`src/sv/rsd_pkg.sv`:
```
// Shared types and constants for the descending record sorter.
// No dependencies; used by rsd_store, rsd_sorter and record_sort_descending.
`default_nettype none

package rsd_pkg;

    localparam int KEY_W   = 16;
    localparam int TAG_W   = 31;
    localparam int TDATA_W = 48;

    typedef struct packed {
        logic [TAG_W-1:0] tag;
        logic [KEY_W-1:0] key;
    } rec_t;

    typedef struct packed {
        logic rd_en;
        logic wr_en;
        logic done;
    } srt_stat_t;

    typedef enum logic [1:0] {
        SRT_IDLE,
        SRT_ROW_CAP,
        SRT_CMP,
        SRT_ROW_WR
    } srt_state_t;

    typedef enum logic [2:0] {
        TOP_LOAD,
        TOP_SORT,
        TOP_EMIT_RD,
        TOP_EMIT_CAP,
        TOP_EMIT_WAIT
    } top_state_t;

endpackage

`default_nettype wire

```
`src/sv/record_sort_descending.sv`:
```
// Loading accepts one item per cycle in the load state; after the last item the sort
// runs one row for each of the first n-1 positions (n records), then each result is
// read through the store read port into the output register and held until taken.
// Speed is set by the single shared comparator and the single read port of the store.
// Reset: synchronous, active low; control state cleared, store contents undefined.
`default_nettype none

module record_sort_descending #(
    parameter int DEPTH = 64
) (
    input  wire                              aclk,
    input  wire                              aresetn,
    input  wire                              s_tvalid,
    output logic                             s_tready,
    input  wire  [rsd_pkg::TDATA_W-1:0]      s_tdata,   // record_key[15:0], record_tag[46:16]
    input  wire                              s_tlast,   // last_record
    output logic                             m_tvalid,
    input  wire                              m_tready,
    output logic [rsd_pkg::TDATA_W-1:0]      m_tdata,   // sorted_key[15:0], sorted_tag[46:16]
    output logic                             m_tlast,   // final_result
    output logic [0:0]                       m_tuser    // records_dropped
);

    localparam int AW = $clog2(DEPTH);
    localparam int CW = $clog2(DEPTH+1);

    rsd_pkg::top_state_t state_reg, state_next;
    logic [CW-1:0]       count_reg, count_next;
    logic                ovf_reg, ovf_next;
    logic [AW-1:0]       k_reg, k_next;
    rsd_pkg::rec_t       out_rec_reg, out_rec_next;
    logic                out_last_reg, out_last_next;
    logic                out_drop_reg, out_drop_next;

    logic               load_acc;
    logic               full;
    logic [CW-1:0]      n_eff;
    logic               start;
    logic               emit_last;

    logic               st_wr_en, st_rd_en;
    logic [AW-1:0]      st_wr_addr, st_rd_addr;
    rsd_pkg::rec_t      st_wr_data, st_rd_data;
    rsd_pkg::rec_t      in_rec;

    logic [AW-1:0]      srt_rd_addr, srt_wr_addr;
    rsd_pkg::rec_t      srt_wr_data;
    rsd_pkg::srt_stat_t srt_stat;

    assign in_rec.key = s_tdata[rsd_pkg::KEY_W-1:0];
    assign in_rec.tag = s_tdata[rsd_pkg::KEY_W+rsd_pkg::TAG_W-1:rsd_pkg::KEY_W];

    assign full      = count_reg == CW'(DEPTH);
    assign load_acc  = s_tvalid && (state_reg == rsd_pkg::TOP_LOAD);
    assign n_eff     = full ? count_reg : count_reg + CW'(1);
    assign start     = load_acc && s_tlast && (n_eff >= CW'(2));
    assign emit_last = CW'(k_reg) == (count_reg - CW'(1));

    always_ff @(posedge aclk) begin
        if (!aresetn) begin
            state_reg <= rsd_pkg::TOP_LOAD;
            count_reg <= '0;
            ovf_reg   <= 1'b0;
            k_reg     <= '0;
        end else begin
            state_reg <= state_next;
            count_reg <= count_next;
            ovf_reg   <= ovf_next;
            k_reg     <= k_next;
        end
        out_rec_reg  <= out_rec_next;
        out_last_reg <= out_last_next;
        out_drop_reg <= out_drop_next;
    end

    always_comb begin
        state_next    = state_reg;
        count_next    = count_reg;
        ovf_next      = ovf_reg;
        k_next        = k_reg;
        out_rec_next  = out_rec_reg;
        out_last_next = out_last_reg;
        out_drop_next = out_drop_reg;
        case (state_reg)
            rsd_pkg::TOP_LOAD: begin
                if (load_acc) begin
                    if (full) begin
                        ovf_next = 1'b1;
                    end else begin
                        count_next = count_reg + CW'(1);
                    end
                    if (s_tlast) begin
                        k_next = '0;
                        if (start) begin
                            state_next = rsd_pkg::TOP_SORT;
                        end else begin
                            state_next = rsd_pkg::TOP_EMIT_RD;
                        end
                    end
                end
            end
            rsd_pkg::TOP_SORT: begin
                if (srt_stat.done) begin
                    state_next = rsd_pkg::TOP_EMIT_RD;
                end
            end
            rsd_pkg::TOP_EMIT_RD: begin
                state_next = rsd_pkg::TOP_EMIT_CAP;
            end
            rsd_pkg::TOP_EMIT_CAP: begin
                out_rec_next  = st_rd_data;
                out_last_next = emit_last;
                out_drop_next = ovf_reg;
                state_next    = rsd_pkg::TOP_EMIT_WAIT;
            end
            rsd_pkg::TOP_EMIT_WAIT: begin
                if (m_tready) begin
                    if (out_last_reg) begin
                        count_next = '0;
                        ovf_next   = 1'b0;
                        state_next = rsd_pkg::TOP_LOAD;
                    end else begin
                        k_next     = k_reg + AW'(1);
                        state_next = rsd_pkg::TOP_EMIT_CAP;
                    end
                end
            end
            default: begin
                state_next = rsd_pkg::TOP_LOAD;
            end
        endcase
    end

    always_comb begin
        s_tready   = 1'b0;
        m_tvalid   = 1'b0;
        st_wr_en   = 1'b0;
        st_wr_addr = count_reg[AW-1:0];
        st_wr_data = in_rec;
        st_rd_en   = 1'b0;
        st_rd_addr = k_reg;
        case (state_reg)
            rsd_pkg::TOP_LOAD: begin
                s_tready   = 1'b1;
                st_wr_en   = load_acc && !full;
                st_rd_en   = srt_stat.rd_en;
                st_rd_addr = srt_rd_addr;
            end
            rsd_pkg::TOP_SORT: begin
                st_wr_en   = srt_stat.wr_en;
                st_wr_addr = srt_wr_addr;
                st_wr_data = srt_wr_data;
                st_rd_en   = srt_stat.rd_en;
                st_rd_addr = srt_rd_addr;
            end
            rsd_pkg::TOP_EMIT_RD: begin
                st_rd_en = 1'b1;
            end
            rsd_pkg::TOP_EMIT_CAP: begin
                st_rd_en = 1'b0;
            end
            rsd_pkg::TOP_EMIT_WAIT: begin
                m_tvalid   = 1'b1;
                st_rd_en   = m_tready && !out_last_reg;
                st_rd_addr = k_reg + AW'(1);
            end
            default: begin
                s_tready = 1'b0;
            end
        endcase
    end

    assign m_tdata = {{(rsd_pkg::TDATA_W-rsd_pkg::KEY_W-rsd_pkg::TAG_W){1'b0}},
                      out_rec_reg.tag, out_rec_reg.key};
    assign m_tlast = out_last_reg;
    assign m_tuser = out_drop_reg;

    rsd_sorter #(
        .DEPTH(DEPTH)
    ) u_sorter (
        .aclk      (aclk),
        .aresetn   (aresetn),
        .start_i   (start),
        .n_i       (count_reg),
        .rd_data_i (st_rd_data),
        .rd_addr_o (srt_rd_addr),
        .wr_addr_o (srt_wr_addr),
        .wr_data_o (srt_wr_data),
        .stat_o    (srt_stat)
    );

    rsd_store #(
        .DEPTH(DEPTH)
    ) u_store (
        .aclk      (aclk),
        .wr_en_i   (st_wr_en),
        .wr_addr_i (st_wr_addr),
        .wr_data_i (st_wr_data),
        .rd_en_i   (st_rd_en),
        .rd_addr_i (st_rd_addr),
        .rd_data_o (st_rd_data)
    );

endmodule

`default_nettype wire

```
`src/sv/rsd_store.sv`:
```
// Record store: one write port, one read port with registered read data.
// Depends on rsd_pkg for the record type.
`default_nettype none

module rsd_store #(
    parameter int DEPTH = 64
) (
    input  wire                          aclk,
    input  wire                          wr_en_i,
    input  wire  [$clog2(DEPTH)-1:0]     wr_addr_i,
    input  rsd_pkg::rec_t                wr_data_i,
    input  wire                          rd_en_i,
    input  wire  [$clog2(DEPTH)-1:0]     rd_addr_i,
    output rsd_pkg::rec_t                rd_data_o
);

    rsd_pkg::rec_t mem [DEPTH];
    rsd_pkg::rec_t rd_data_reg;

    always_ff @(posedge aclk) begin
        if (wr_en_i) begin
            mem[wr_addr_i] <= wr_data_i;
        end
        if (rd_en_i) begin
            rd_data_reg <= mem[rd_addr_i];
        end
    end

    assign rd_data_o = rd_data_reg;

endmodule

`default_nettype wire

```
`src/sv/rsd_sorter.sv`:
```
// Exchange sort sequencer with a single key comparator; position i is held in a register.
// Depends on rsd_pkg; drives the ports of rsd_store through the top level.
`default_nettype none

module rsd_sorter #(
    parameter int DEPTH = 64
) (
    input  wire                              aclk,
    input  wire                              aresetn,
    input  wire                              start_i,
    input  wire  [$clog2(DEPTH+1)-1:0]       n_i,
    input  rsd_pkg::rec_t                    rd_data_i,
    output logic [$clog2(DEPTH)-1:0]         rd_addr_o,
    output logic [$clog2(DEPTH)-1:0]         wr_addr_o,
    output rsd_pkg::rec_t                    wr_data_o,
    output rsd_pkg::srt_stat_t               stat_o
);

    localparam int AW = $clog2(DEPTH);
    localparam int CW = $clog2(DEPTH+1);

    rsd_pkg::srt_state_t state_reg, state_next;
    logic [AW-1:0]       i_reg, i_next;
    logic [AW-1:0]       j_reg, j_next;
    rsd_pkg::rec_t       cur_reg, cur_next;

    logic [CW-1:0] nm1;
    logic          swap;
    logic          last_j;
    logic          more_rows;

    assign nm1       = n_i - CW'(1);
    assign swap      = cur_reg.key < rd_data_i.key;
    assign last_j    = CW'(j_reg) == nm1;
    assign more_rows = (CW'(i_reg) + CW'(1)) < nm1;

    always_ff @(posedge aclk) begin
        if (!aresetn) begin
            state_reg <= rsd_pkg::SRT_IDLE;
            i_reg     <= '0;
            j_reg     <= '0;
        end else begin
            state_reg <= state_next;
            i_reg     <= i_next;
            j_reg     <= j_next;
        end
        cur_reg <= cur_next;
    end

    always_comb begin
        state_next = state_reg;
        i_next     = i_reg;
        j_next     = j_reg;
        cur_next   = cur_reg;
        case (state_reg)
            rsd_pkg::SRT_IDLE: begin
                if (start_i) begin
                    i_next     = '0;
                    state_next = rsd_pkg::SRT_ROW_CAP;
                end
            end
            rsd_pkg::SRT_ROW_CAP: begin
                cur_next   = rd_data_i;
                j_next     = i_reg + AW'(1);
                state_next = rsd_pkg::SRT_CMP;
            end
            rsd_pkg::SRT_CMP: begin
                if (swap) begin
                    cur_next = rd_data_i;
                end
                if (last_j) begin
                    state_next = rsd_pkg::SRT_ROW_WR;
                end else begin
                    j_next = j_reg + AW'(1);
                end
            end
            rsd_pkg::SRT_ROW_WR: begin
                i_next = i_reg + AW'(1);
                if (more_rows) begin
                    state_next = rsd_pkg::SRT_ROW_CAP;
                end else begin
                    state_next = rsd_pkg::SRT_IDLE;
                end
            end
            default: begin
                state_next = rsd_pkg::SRT_IDLE;
            end
        endcase
    end

    always_comb begin
        stat_o    = '0;
        rd_addr_o = i_reg;
        wr_addr_o = j_reg;
        wr_data_o = cur_reg;
        case (state_reg)
            rsd_pkg::SRT_IDLE: begin
                stat_o.rd_en = start_i;
                rd_addr_o    = '0;
            end
            rsd_pkg::SRT_ROW_CAP: begin
                stat_o.rd_en = 1'b1;
                rd_addr_o    = i_reg + AW'(1);
            end
            rsd_pkg::SRT_CMP: begin
                stat_o.wr_en = swap;
                stat_o.rd_en = !last_j;
                rd_addr_o    = j_reg + AW'(1);
            end
            rsd_pkg::SRT_ROW_WR: begin
                stat_o.wr_en = 1'b1;
                wr_addr_o    = i_reg;
                stat_o.rd_en = more_rows;
                rd_addr_o    = i_reg + AW'(1);
                stat_o.done  = !more_rows;
            end
            default: begin
                stat_o = '0;
            end
        endcase
    end

endmodule

`default_nettype wire

```
`config.mk`:
```
export PLATFORM = sky130hd
export DESIGN_NAME = record_sort_descending
export DESIGN_NICKNAME = d
export VERILOG_FILES = /design/src/sv/rsd_pkg.sv /design/src/sv/record_sort_descending.sv /design/src/sv/rsd_store.sv /design/src/sv/rsd_sorter.sv
export SDC_FILE = /design/constraint.sdc
export NUM_CORES = 2
export LEC_CHECK = 0
export BUFFER_PORTS_ARGS = -buffer_cell sky130_fd_sc_hd__buf_2
export CAP_MARGIN = 20
export CORE_MARGIN = 5
export CORE_UTILIZATION = 55
export DETAILED_ROUTE_END_ITERATION = 12
export PLACE_DENSITY = 0.74
export SYNTH_ARGS = -nofsm -noshare
export SYNTH_HDL_FRONTEND = slang
export SYNTH_SLANG_ARGS = --single-unit
export TNS_END_PERCENT = 30
```
`constraint.sdc`:
```
create_clock -name aclk -period 7.4 [get_ports aclk]
set_input_delay 0 -clock aclk [delete_from_list [all_inputs] [get_ports aclk]]
set_output_delay 0 -clock aclk [all_outputs]
set_load 0.03 [all_outputs]
```
==> results.toml <==
[worst_setup_path]
path_cells = "inv_1 -> ha_1 -> inv_1 -> nor2_1 -> a221o_1 -> a211oi_4 -> buf_4 -> and2_2 -> buf_4 -> a22oi_1 -> and4_1 -> nand4_1"
regToRegEndpoint = "u_store.rd_data_o[40]"
required_ns = 8.17
slowest_stage = "and2_2"
r2r_cells = 12
critPathBufInv = 4
critPathLaunchType = "flop"
reg2reg_from = "u_sorter.state_reg[0]"
critPathKind = "flop to flop"
crit_start = "u_sorter.state_reg[0]"
cp.depth = 12
critical_path_arrival_ns = 6.05
r2r_slack_ns = 2.12
max_stage_delay_ns = 1.05
critPathMaxFanout = 37
crit_path_end = "u_store.rd_data_o[40]"
cpLargestDelayFamily = "buffers and inverters"
crit_path_end_kind = "flop"

[yosys]
yosys-top-cells-count = "3,151 x edfxtp_1, 746 x mux4_2, 169 x a32oi_1"
yosysTopAreaCell = "edfxtp_1"
synth_xor_area_share_pct = 0.173
synth.most_common_cell = "edfxtp_1"
syn_area_um2 = 122000
synth_fp_nets = 5446
ys_ff_latch = 3182
yosysTopAreaCellShare_pct = 77.8
yosysSeqAreaShare_pct = 78.3
synth.area.top_cells = "edfxtp_1 78%, mux4_2 14%, a32oi_1 1.2%"
synth_top_family_by_area = "multiplexers"
synth_simple_gate_area_share_pct = 2.07
synth.distinct_cells = 71
synth_cells = 5360
synth-edff-count = 3151
yosysWarnings = 0
synthFlopType = "edfxtp_1"
synth_adder_area_share_pct = 0.339
synth_compound_area_share_pct = 3.32
synthMuxAreaShare_pct = 14.4
avgSynthCellArea_um2 = 22.7
async_flop_share_pct = 0

[global_routing]
grt_overflow = 0
grt_pass1_wl_um = 441000
grt_pass1_vias = 61200
groute.usage.overall_pct = 26.8
antenna_found_initial = 11
grt_max_degree = 140

[clock_network]
cts_hold_buf = 9
ctsResizeCount = 0
post_cts.repair.setup_buffers = 0
cts_sinks = 3182
clkTransAtPathRegs_ns = 0.06
htree_levels = 5
numCtsBuffers = 314
tritoncts = "built"
cts-root-buf = "clkbuf_16"
clk_latency_ns = 0.94
cts_buffer_depth = 4

[detailed_routing]
highest_layer = "met5"
ant_nets = 0
routed_wl_um = 312000
initialDrtViolationCount = 9411
wl_per_cell_um = 34.9
routed-wl-met3_um = 39500
firstDrtPassIters = 6
wl_met2_um = 149000
wl_met1_um = 111000
viasPerCell = 6.88
via_count = 61400
drc = 0

[sta]
finalCriticalPeriod_ns = 5.28
finalSetupTns_ns = 0
max_clock_freq_ghz = 0.189
skew_ns = 0.0543
rsz0062_at_grt = "false"
setup_viol = 0
finalHoldViolCount = 0
slew_viol_final = 0
worst_pin_slew_ns = 1.19
min_period_over_period_pct = 71.3
slew-limit-headroom_pct = 20.5

[layout]
fin_util_pct = 62.5
fin_cells = 8928
syn_to_final_growth_pct = 12.9
fin_area_um2 = 137000
final_layout_size_suffix_gt1_share_pct = 27.8
top_register = "u_store.mem"
largest_reg_flops = 3008
fin_nets = 5828

[floorplanning]
die_h_um = 480
io-pin-count = 105
initial_utilization_pct = 55.3
num_rows = 172
die_x_um = 480
core-area_um2 = 220000
die_area_um2 = 231000

[power]
power.leakage_nw = 42.8
vdd_drop_max_mv = 0.243
power_density_nw_per_um2 = 291
power_w = 0.0400

[place]
placed_area_um2 = 126000
gp_congestion = 0.831
placed_cells = 8284
dp_hpwl_um = 161000
port_buffers = 102

[job]
drv_cap = 0

[outcome]
status = "finished clean"

[min_path]
worstHoldPathType = "input pin to flop"
-- cells by family after synthesis --
group	Yosys count
fa+ha+maj	33
other cells	1
simple gates	445
compound gates	506
mux	816
flops	3182
xor+xnor	24
buf+inv	353
-- cells in the final DEF (no fill, tap or decap), drive strengths merged, types with 31 or more instances in the layout --
cell type | synthesis | final
a22oi | 133 | 133
a31oi | 51 | 51
a32oi | 169 | 169
and3 | 57 | 57
buf | 226 | 337
clkbuf | 99 | 391
clkinv | 0 | 121
dfxtp | 31 | 31
dlygate4sd3 | 0 | 54
edfxtp | 3151 | 3151
ha | 33 | 33
inv | 28 | 33
mux2 | 53 | 53
mux4 | 746 | 746
nand2 | 57 | 57
nand4 | 79 | 79
nor2 | 38 | 38
nor3 | 72 | 72
or2 | 38 | 38
-- worst min-delay path by stage --
stage	start	slack, ns	cells past startpoint	end
final	s_tdata[34]	0.01	2	u_store.mem[21][34]
after global routing	s_tdata[34]	0.001	2	u_store.mem[19][34]
after CTS	m_tready	0.01	5	ovf_reg
after detailed placement	m_tready	0.40	3	state_reg[2]
after global placement	m_tready	0.39	3	state_reg[2]
after floorplan	aresetn	0.13	2	u_sorter.state_reg[0]
-- power breakdown --
group | total, W | switching (W) | internal, W
Combinational | 0.00383 | 0.00237 | 0.00147
Sequential | 0.0212 | 0.000340 | 0.0209
Clock | 0.0150 | 0.00644 | 0.00851
-- metal layers --
layer  track usage, %  vias to the layer above
met4             9.57                        2
met3             7.03                      772
met5                0                        -
met2             42.2                     4578
li1                 -                    23900
met1             36.8                    32200
-- area by class of cell --
cell class | instances | area, µm²
clock buffer | 391 | 8340
clock inverter | 149 | 1100
timing repair buffer | 391 | 3690
multi-input combinational | 1825 | 25200
tap | 2958 | 3700
antenna | 4 | 10.0
inverter | 28 | 105
sequential | 3182 | 95200
fill | 14100 | 82500
-- through the flow --
| stage | setup WS (ns) | hold slack [ns] |
|---|---|---|
| 6_report | 2.12 | 0.0143 |
| 5_1_grt | 1.84 | 0.00141 |
| 4_1_cts | 2.26 | 0.0115 |
| 3_5_place_dp | 2.26 | 0.399 |
| 3_3_place_gp | 2.33 | 0.385 |
| 2_1_floorplan | 0.0483 | 0.134 |
Note: power is estimated with default switching activity, not from simulation.
